<file path="config.mk">
export PLATFORM = sky130hd
export DESIGN_NAME = c_literal_escape_encoder_top
export DESIGN_NICKNAME = d
export VERILOG_FILES = /design/src/design/clee_pkg.sv /design/src/design/clee_front.sv /design/src/design/clee_fifo.sv /design/src/design/clee_back.sv /design/src/design/c_literal_escape_encoder_top.sv
export SDC_FILE = /design/constraint.sdc
export NUM_CORES = 1
export LEC_CHECK = 0
export ABC_CLOCK_PERIOD_IN_PS = 5100
export BUFFER_PORTS_ARGS = -buffer_cell sky130_fd_sc_hd__buf_2
export CAP_MARGIN = 0
export CORE_ASPECT_RATIO = 1.25
export CORE_MARGIN = 3
export CORE_UTILIZATION = 58
export CTS_BUF_LIST = sky130_fd_sc_hd__clkbuf_8
export CTS_CLUSTER_DIAMETER = 60
export DETAILED_ROUTE_END_ITERATION = 10
export HOLD_SLACK_MARGIN = 0.1
export PLACE_DENSITY = 0.78
export SLEW_MARGIN = 20
export SYNTH_ARGS = -nofsm -noshare
export SYNTH_HDL_FRONTEND = slang
export SYNTH_SLANG_ARGS = --single-unit
</file>
<file path="constraint.sdc">
create_clock -name clk -period 5.1 [get_ports clk]
set_input_delay 0.51 -clock clk [delete_from_list [all_inputs] [get_ports clk]]
set_output_delay 0.51 -clock clk [all_outputs]
set_load 0.005 [all_outputs]
</file>
<file path="src/design/clee_pkg.sv">
package clee_pkg;

	// queue between front and back
	localparam int FIFO_DEPTH = 4;
	localparam int FIFO_AW    = $clog2(FIFO_DEPTH);

	// ascii codes used by the encoder
	localparam logic [7:0] CH_QUOTE     = 8'h22;
	localparam logic [7:0] CH_BACKSLASH = 8'h5C;
	localparam logic [7:0] CH_ZERO      = 8'h30;
	localparam logic [7:0] CH_UPPER_A   = 8'h41;
	localparam logic [7:0] CH_LOWER_A   = 8'h61;

	// code point boundaries
	localparam logic [20:0] CP_CTRL_END = 21'h00020;
	localparam logic [20:0] CP_BMP_LO   = 21'h00080;
	localparam logic [20:0] CP_BMP_HI   = 21'h0FFFF;
	localparam logic [20:0] CP_SUPP_LO  = 21'h10000;

	// how the character of an item is written
	typedef enum logic [2:0] {
		K_NONE,
		K_PLAIN,
		K_ESC,
		K_HEX2,
		K_HEX4,
		K_HEX8
	} kind_t;

	// classified item handed from front to back
	typedef struct packed {
		logic        open;
		kind_t       kind;
		logic [7:0]  letter;
		logic [20:0] value;
		logic        close;
	} desc_t;

endpackage

</file>
<file path="src/design/clee_front.sv">
module clee_front
	import clee_pkg::*;
(
	input  logic        clk,
	input  logic        arst_n,
	input  logic        in_valid,
	output logic        in_ready,
	input  logic [20:0] code_point,
	input  logic        has_char,
	input  logic        ends_string,
	input  logic        q_full,
	output logic        q_push,
	output desc_t       q_data
);

	logic  inside_q;
	logic  accept;
	desc_t desc;

	assign in_ready = !q_full;
	assign accept   = in_valid && in_ready;

	// classify the character
	always_comb begin
		desc.open   = !inside_q;
		desc.close  = ends_string;
		desc.value  = code_point;
		desc.letter = code_point[7:0];
		desc.kind   = K_PLAIN;
		if (!has_char) begin
			desc.kind = K_NONE;
		end else begin
			case (code_point)
				21'h00: begin desc.kind = K_ESC; desc.letter = "0";  end
				21'h0D: begin desc.kind = K_ESC; desc.letter = "r";  end
				21'h0A: begin desc.kind = K_ESC; desc.letter = "n";  end
				21'h0C: begin desc.kind = K_ESC; desc.letter = "f";  end
				21'h09: begin desc.kind = K_ESC; desc.letter = "t";  end
				21'h27: begin desc.kind = K_ESC; desc.letter = "'";  end
				21'h22: begin desc.kind = K_ESC; desc.letter = 8'h22; end
				21'h5C: begin desc.kind = K_ESC; desc.letter = 8'h5C; end
				21'h3F: begin desc.kind = K_ESC; desc.letter = "?";  end
				21'h07: begin desc.kind = K_ESC; desc.letter = "a";  end
				21'h08: begin desc.kind = K_ESC; desc.letter = "b";  end
				21'h0B: begin desc.kind = K_ESC; desc.letter = "v";  end
				default: begin
					if (code_point < CP_CTRL_END) begin
						desc.kind   = K_HEX2;
						desc.letter = "X";
					end else if (code_point >= CP_BMP_LO && code_point <= CP_BMP_HI) begin
						desc.kind   = K_HEX4;
						desc.letter = "u";
					end else if (code_point >= CP_SUPP_LO) begin
						desc.kind   = K_HEX8;
						desc.letter = "U";
					end
				end
			endcase
		end
	end

	// items that make no byte are dropped here
	assign q_push = accept && (desc.open || desc.close || desc.kind != K_NONE);
	assign q_data = desc;

	// literal tracking
	always_ff @(posedge clk or negedge arst_n) begin
		if (!arst_n) begin
			inside_q <= 1'b0;
		end else if (accept) begin
			inside_q <= !ends_string;
		end
	end

endmodule

</file>
<file path="src/design/clee_fifo.sv">
module clee_fifo
	import clee_pkg::*;
(
	input  logic  clk,
	input  logic  arst_n,
	input  logic  push,
	input  desc_t push_data,
	output logic  full,
	input  logic  pop,
	output logic  empty,
	output desc_t head
);

	desc_t              mem [FIFO_DEPTH];
	logic [FIFO_AW-1:0] wr_ptr_q;
	logic [FIFO_AW-1:0] rd_ptr_q;
	logic [FIFO_AW:0]   count_q;

	assign full  = count_q == (FIFO_AW+1)'(FIFO_DEPTH);
	assign empty = count_q == '0;
	assign head  = mem[rd_ptr_q];

	// storage
	always_ff @(posedge clk) begin
		if (push) begin
			mem[wr_ptr_q] <= push_data;
		end
	end

	// pointers and fill level
	always_ff @(posedge clk or negedge arst_n) begin
		if (!arst_n) begin
			wr_ptr_q <= '0;
			rd_ptr_q <= '0;
			count_q  <= '0;
		end else begin
			if (push) begin
				wr_ptr_q <= wr_ptr_q + 1'b1;
			end
			if (pop) begin
				rd_ptr_q <= rd_ptr_q + 1'b1;
			end
			if (push && !pop) begin
				count_q <= count_q + 1'b1;
			end else if (pop && !push) begin
				count_q <= count_q - 1'b1;
			end
		end
	end

endmodule

</file>
<file path="src/design/clee_back.sv">
module clee_back
	import clee_pkg::*;
(
	input  logic       clk,
	input  logic       arst_n,
	input  logic       cfg_we,
	input  logic       cfg_wdata,
	input  logic       q_empty,
	input  desc_t      q_head,
	output logic       q_pop,
	output logic       out_valid,
	input  logic       out_ready,
	output logic [7:0] out_byte,
	output logic       last_of_run,
	output logic       string_closed
);

	logic       hex_upper_q;
	logic       busy_q;
	logic [3:0] pos_q;
	desc_t      cur_q;
	logic       out_valid_q;
	logic [7:0] byte_q;
	logic       last_q;
	logic       closed_q;

	desc_t      src;
	logic [3:0] pos;
	logic [3:0] char_len;
	logic [3:0] cnt;
	logic [3:0] rel;
	logic [2:0] ndig;
	logic [2:0] nib_idx;
	logic [31:0] val32;
	logic [3:0] nib;
	logic [7:0] digit;
	logic [7:0] byte_d;
	logic       is_last;
	logic       adv;
	logic       go;

	// hex case register
	always_ff @(posedge clk or negedge arst_n) begin
		if (!arst_n) begin
			hex_upper_q <= 1'b1;
		end else if (cfg_we) begin
			hex_upper_q <= cfg_wdata;
		end
	end

	// current item: held one or fresh from the queue head
	assign src = busy_q ? cur_q : q_head;
	assign pos = busy_q ? pos_q : 4'd0;

	// byte count of the item
	always_comb begin
		ndig = 3'd0;
		case (src.kind)
			K_HEX2:  ndig = 3'd2;
			K_HEX4:  ndig = 3'd4;
			default: ndig = 3'd0;
		endcase
		case (src.kind)
			K_NONE:  char_len = 4'd0;
			K_PLAIN: char_len = 4'd1;
			K_ESC:   char_len = 4'd2;
			K_HEX2:  char_len = 4'd4;
			K_HEX4:  char_len = 4'd6;
			K_HEX8:  char_len = 4'd10;
			default: char_len = 4'd0;
		endcase
		cnt = char_len + {3'b0, src.open} + {3'b0, src.close};
	end

	// hex digit at the current position, most significant first
	always_comb begin
		rel     = pos - {3'b0, src.open};
		nib_idx = (src.kind == K_HEX8) ? (3'd7 - (rel[2:0] - 3'd2))
			: (ndig - 3'd1 - (rel[2:0] - 3'd2));
		val32   = {11'b0, src.value};
		nib     = val32[{nib_idx, 2'b00} +: 4];
		if (nib < 4'd10) begin
			digit = CH_ZERO + {4'b0, nib};
		end else begin
			digit = (hex_upper_q ? CH_UPPER_A : CH_LOWER_A) + {4'b0, nib} - 8'd10;
		end
	end

	// byte selection
	always_comb begin
		is_last = pos == (cnt - 4'd1);
		if (src.open && pos == 4'd0) begin
			byte_d = CH_QUOTE;
		end else if (src.close && is_last) begin
			byte_d = CH_QUOTE;
		end else if (rel == 4'd0) begin
			byte_d = (src.kind == K_PLAIN) ? src.letter : CH_BACKSLASH;
		end else if (rel == 4'd1) begin
			byte_d = src.letter;
		end else begin
			byte_d = digit;
		end
	end

	assign adv   = !out_valid_q || out_ready;
	assign go    = adv && (busy_q || !q_empty);
	assign q_pop = go && !busy_q;

	// sequencer
	always_ff @(posedge clk or negedge arst_n) begin
		if (!arst_n) begin
			busy_q <= 1'b0;
			pos_q  <= '0;
		end else if (go) begin
			busy_q <= !is_last;
			pos_q  <= pos + 4'd1;
		end
	end

	always_ff @(posedge clk) begin
		if (q_pop) begin
			cur_q <= q_head;
		end
	end

	// output register
	always_ff @(posedge clk or negedge arst_n) begin
		if (!arst_n) begin
			out_valid_q <= 1'b0;
		end else if (go) begin
			out_valid_q <= 1'b1;
		end else if (out_ready) begin
			out_valid_q <= 1'b0;
		end
	end

	always_ff @(posedge clk) begin
		if (go) begin
			byte_q   <= byte_d;
			last_q   <= is_last;
			closed_q <= is_last && src.close;
		end
	end

	assign out_valid     = out_valid_q;
	assign out_byte      = byte_q;
	assign last_of_run   = last_q;
	assign string_closed = closed_q;

endmodule

</file>
<file path="src/design/c_literal_escape_encoder_top.sv">
// an accepted item is written into the queue; its first byte is then loaded into the back end's output register
// throughput: one output byte per cycle while out_ready does not hold the output; an item makes 1 to 12 bytes
// items that make no byte are not queued; a 4-entry queue decouples input from output
// reset (arst_n low): queue emptied, no literal open, hex case register set to upper case
module c_literal_escape_encoder_top
	import clee_pkg::*;
(
	input  logic        clk,
	input  logic        arst_n,
	input  logic        cfg_we,
	input  logic        cfg_wdata,
	input  logic        in_valid,
	output logic        in_ready,
	input  logic [20:0] code_point,
	input  logic        has_char,
	input  logic        ends_string,
	output logic        out_valid,
	input  logic        out_ready,
	output logic [7:0]  out_byte,
	output logic        last_of_run,
	output logic        string_closed
);

	logic  q_full;
	logic  q_push;
	desc_t q_data;
	logic  q_pop;
	logic  q_empty;
	desc_t q_head;

	// accept and classify
	clee_front u_front (
		.clk         (clk),
		.arst_n      (arst_n),
		.in_valid    (in_valid),
		.in_ready    (in_ready),
		.code_point  (code_point),
		.has_char    (has_char),
		.ends_string (ends_string),
		.q_full      (q_full),
		.q_push      (q_push),
		.q_data      (q_data)
	);

	// item queue
	clee_fifo u_fifo (
		.clk       (clk),
		.arst_n    (arst_n),
		.push      (q_push),
		.push_data (q_data),
		.full      (q_full),
		.pop       (q_pop),
		.empty     (q_empty),
		.head      (q_head)
	);

	// byte sequencer
	clee_back u_back (
		.clk           (clk),
		.arst_n        (arst_n),
		.cfg_we        (cfg_we),
		.cfg_wdata     (cfg_wdata),
		.q_empty       (q_empty),
		.q_head        (q_head),
		.q_pop         (q_pop),
		.out_valid     (out_valid),
		.out_ready     (out_ready),
		.out_byte      (out_byte),
		.last_of_run   (last_of_run),
		.string_closed (string_closed)
	);

endmodule
</file>
==> run_results.csv <==
group,metric,value,unit
floorplanning,core,0.0147,mm^2
yosys,synthesis.area_per_instance,16.2,um^2
route,wirelength_routed,17200,um
global_route,grt_util_met1,28.5,%
power_and_ir_drop,total_power,6.91,mW
cts,clk_pin_slew_worst_paths,0.09,ns
power_and_ir_drop,p_leak,3.39,nW
floorplanning,i_o_pins,41,
cts,cts_bufs_inserted,17,
global_route,met3_usage,3.98,%
cts,clock_tree.htree_level_count,4,
global_route,first_global_vias,5251,
floorplanning,die_x,117,um
power_and_ir_drop,combinationalPowerShare,50.3,%
placement,post-place-cells,757,
global_route,gr-total-overflow,0,
timing,relative_max_transition_margin,42.8,%
yosys,seq_area_frac_synth,65.1,%
route,drt_drc_violations_left,0,
worst_setup_path,cpPeakStageDelay,0.60,ns
finish,drive_gt1_share,25.3,%
worst_setup_path,worstSetupPathType,"flop to flop",
flow_run,cap_violations,0,
finish,filler_cell_count,1023,
timing,fin_crit,4.72,ns
timing,unrepaired_setup_endpoints_after_global_routing,"false",
yosys,yosys_synthesis_warning_count,0,
power_and_ir_drop,switching_power,2.65,mW
global_route,grt_most_used_layer,"met2",
global_route,use_met2,36.6,%
power_and_ir_drop,power.sequential.fraction,35.3,%
route,postRouteAntennaNets,0,
yosys,ys_types,72,
timing,setup-tns-final,0,ns
yosys,asyncSetResetFlopFracSynth,7.69,%
cts,clkSinkCount,195,
finish,area_growth_syn_to_layout,9.35,%
timing,setup_ws,0.379,ns
cts,max-clock-path-buffers,2,
global_route,grt_first_pass_wirelength,27600,um
yosys,synth_top_cells_by_count,"sky130_fd_sc_hd__edfxtp_1, sky130_fd_sc_hd__mux4_2, sky130_fd_sc_hd__nor2_1",
finish,num_antenna_cells,0,
placement,dp.final_hpwl,11400,um
cts,worstSkewPairLatency,0.46,ns
route,detail_route.first_pass.iterations,5,
finish,finish.cell_count_without_fillers,790,
timing,timing_max_transition_violations_final,0,
power_and_ir_drop,internal_power_contribution,4.27,mW
yosys,synth_top_area_share,60.8,%
power_and_ir_drop,share_clk_of_total_power,14.4,%
cts,tritoncts,"yes",
floorplanning,floorplan.die_area,0.0168,mm^2
floorplanning,starting_density_of_the_core,60.4,%
power_and_ir_drop,power_density,711,mW/mm^2
yosys,post_synth_instance_area,0.00888,mm^2
timing,setup_viol,0,
yosys,synth_most_common_cell,"sky130_fd_sc_hd__edfxtp_1",
power_and_ir_drop,sw_frac_of_total,38.3,%
power_and_ir_drop,worst_ir_drop_on_vdd,368,uV
placement,place.gp.congestion,0.840,
route,average_via_count_per_standard_cell,6.39,
route,detailedRoute.firstIterationViolations,480,
route,detail_route.wl_per_cell,21.7,um
worst_setup_path,worstPathMaxFanout,10,
global_route,global_route.usage.total,21.9,%
route,detailroute.via_count,5046,
placement,port_buffers,40,
floorplanning,die_height,144,um
cts,cts_root_buffer,"sky130_fd_sc_hd__clkbuf_8",
timing,worst_slew_pin_slew,0.851,ns
worst_setup_path,timing.critical_path.to_type,"flop",
worst_setup_path,worstSetupStartpointType,"flop",
min_path,hold_path.class,"primary input to flop",
timing,fmax,212,MHz
status,outcome,"completed",
worst_setup_path,ordered_cell_list_for_the_critical_path,"mux4_2 -> mux2_2 -> nor3_1 -> nand2_1 -> ha_1 -> inv_1 -> ha_1 -> inv_1 -> fa_1 -> xor2_1 -> a221o_1 -> a2111oi_0 -> buf_4 -> nand3b_1 -> o211a_1 -> o221a_2 -> o2111ai_1 -> o211ai_1",
yosys,yosysTopAreaCell,"sky130_fd_sc_hd__edfxtp_1",
worst_setup_path,critical_path_buf_inv_count,3,
worst_setup_path,required,5.31,ns
floorplanning,rows,49,
yosys,synth-seq-cells,195,
timing,period_share,92.6,%
yosys,synthesis.instances,550,
yosys,synth_edf_count,180,
cts,post-cts-setup-buffers,0,
finish,layout.core_utilization,66.0,%
worst_setup_path,family_of_cells_with_the_greatest_summed_delay_on_the_critical_path,"compound AO/OA/AOI/OAI gates",
yosys,synthTopCellsByArea,"sky130_fd_sc_hd__edfxtp_1, sky130_fd_sc_hd__mux4_2, sky130_fd_sc_hd__dfrtp_1",
yosys,dominantRegCellSynth,"sky130_fd_sc_hd__edfxtp_1",
finish,fin_nets,645,
global_route,largest_net_degree_at_the_start_of_global_routing,38,
timing,final_hold_viol_count,0,
worst_setup_path,worst_path_max_delay_cell,"sky130_fd_sc_hd__dfrtp_1",
timing,worst_clock_skew,0.0113,ns
global_route,grt_antenna_before_repair,0,
worst_setup_path,worstPathArrival,4.93,ns
placement,post-place-ws,0.443,ns
yosys,syn_nets,596,
cells by family (layout without fill, tap and decap cells):
family	after synthesis	in the layout	share of synthesized area, %
compound gates	96	96	7.65
xor+xnor	11	11	1.24
fa+ha+maj	17	17	2.56
buf+inv	47	109	2.28
flops	195	195	65.1
mux	72	72	14.5
simple gates	112	112	6.73
worst paths after layout:
kind	slack, ns	cells past startpoint	from	end
max reg2reg	0.38	18	u_fifo.rd_ptr_q[1]$_DFFE_PN0P_	u_back.out_byte[0]$_SDFFCE_PP0P_
max	0.38	18	u_fifo.rd_ptr_q[1]$_DFFE_PN0P_	u_back.out_byte[0]$_SDFFCE_PP0P_
min reg2reg	0.51	1	u_fifo.count_q[2]$_DFFE_PN0P_	u_fifo.count_q[2]$_DFFE_PN0P_
min	0.20	2	cfg_we	u_back.hex_upper_q$_DFFE_PN1P_
min in group asynchronous	0.49	2	arst_n	u_back.pos_q[2]$_DFFE_PN0P_
max in group asynchronous	4.29	2	arst_n	u_back.hex_upper_q$_DFFE_PN1P_
layer usage:
metal	vias to the layer above	wire [um]
met1	2564	6970
li1	2291	-
met3	35	784
met5	-	0
met2	156	9000
met4	0	425
area by class of cell:
class                   count  area (um^2)  area share [%]
flip-flops and latches    195         5780            59.5
repair buffers             54          308            3.17
clock buffers              17          234            2.41
inverters                  23         86.3           0.889
well taps                 178          223            2.29
clock inverters            15          168            1.73
multi-input cells         308         2910            30.0
registers in the layout, summed over array words and instances, names as in the netlist, 2 cells and up:
| register | count |
|---|---|
| u_fifo.rd_ptr_q | 2 |
| u_back.out_byte | 8 |
| u_fifo.wr_ptr_q | 2 |
| u_back.pos_q | 4 |
| u_fifo.count_q | 3 |
| u_fifo.mem | 136 |
| u_back.cur_q | 34 |
placed cells by master, fill, tap and decap left out, types with 4 or more instances in the layout:
cell type                  instances
sky130_fd_sc_hd__nor2_1           26
sky130_fd_sc_hd__ha_1             15
sky130_fd_sc_hd__o31a_1            4
sky130_fd_sc_hd__nand2_1          16
sky130_fd_sc_hd__and2_1           10
sky130_fd_sc_hd__edfxtp_1        180
sky130_fd_sc_hd__mux2i_1          14
sky130_fd_sc_hd__clkbuf_8         17
sky130_fd_sc_hd__a31oi_1           5
sky130_fd_sc_hd__inv_1            22
sky130_fd_sc_hd__nor4_1            4
sky130_fd_sc_hd__o21ai_0          20
sky130_fd_sc_hd__buf_4            13
sky130_fd_sc_hd__nand2b_1          5
sky130_fd_sc_hd__nor3_1            9
sky130_fd_sc_hd__dfrtp_1          13
sky130_fd_sc_hd__xnor2_1           5
sky130_fd_sc_hd__nand3b_1          4
sky130_fd_sc_hd__inv_6             4
sky130_fd_sc_hd__mux2_2           12
sky130_fd_sc_hd__mux4_2           42
sky130_fd_sc_hd__xor2_1            5
sky130_fd_sc_hd__o22a_1            5
sky130_fd_sc_hd__o211ai_1          4
sky130_fd_sc_hd__nand3_1           9
sky130_fd_sc_hd__buf_2            40
sky130_fd_sc_hd__a21oi_1          23
repair_timing:
item                      CTS  global route
hold endpoints to repair   14             0
hold buffers                1             0
gates resized for setup     0             0
metrics by stage:
stage	hold WS (ns)	area, um^2
after CTS	0.172	9710
after global routing	0.189	9710
after floorplan	0.214	8890
after global placement	0.445	9300
after detailed placement	0.448	9300
final	0.200	9710
power by group through the flow:
stage / sequential (mW) / combinational (mW) / clock (mW)
after detailed placement: 2.47 / 3.46 / 0
final: 2.44 / 3.48 / 0.993
after global routing: 2.47 / 3.79 / 1.08
after CTS: 2.44 / 3.47 / 1.02
after floorplan: 2.41 / 2.67 / 0
after global placement: 2.45 / 3.32 / 0
(Power assumes the default switching activity.)
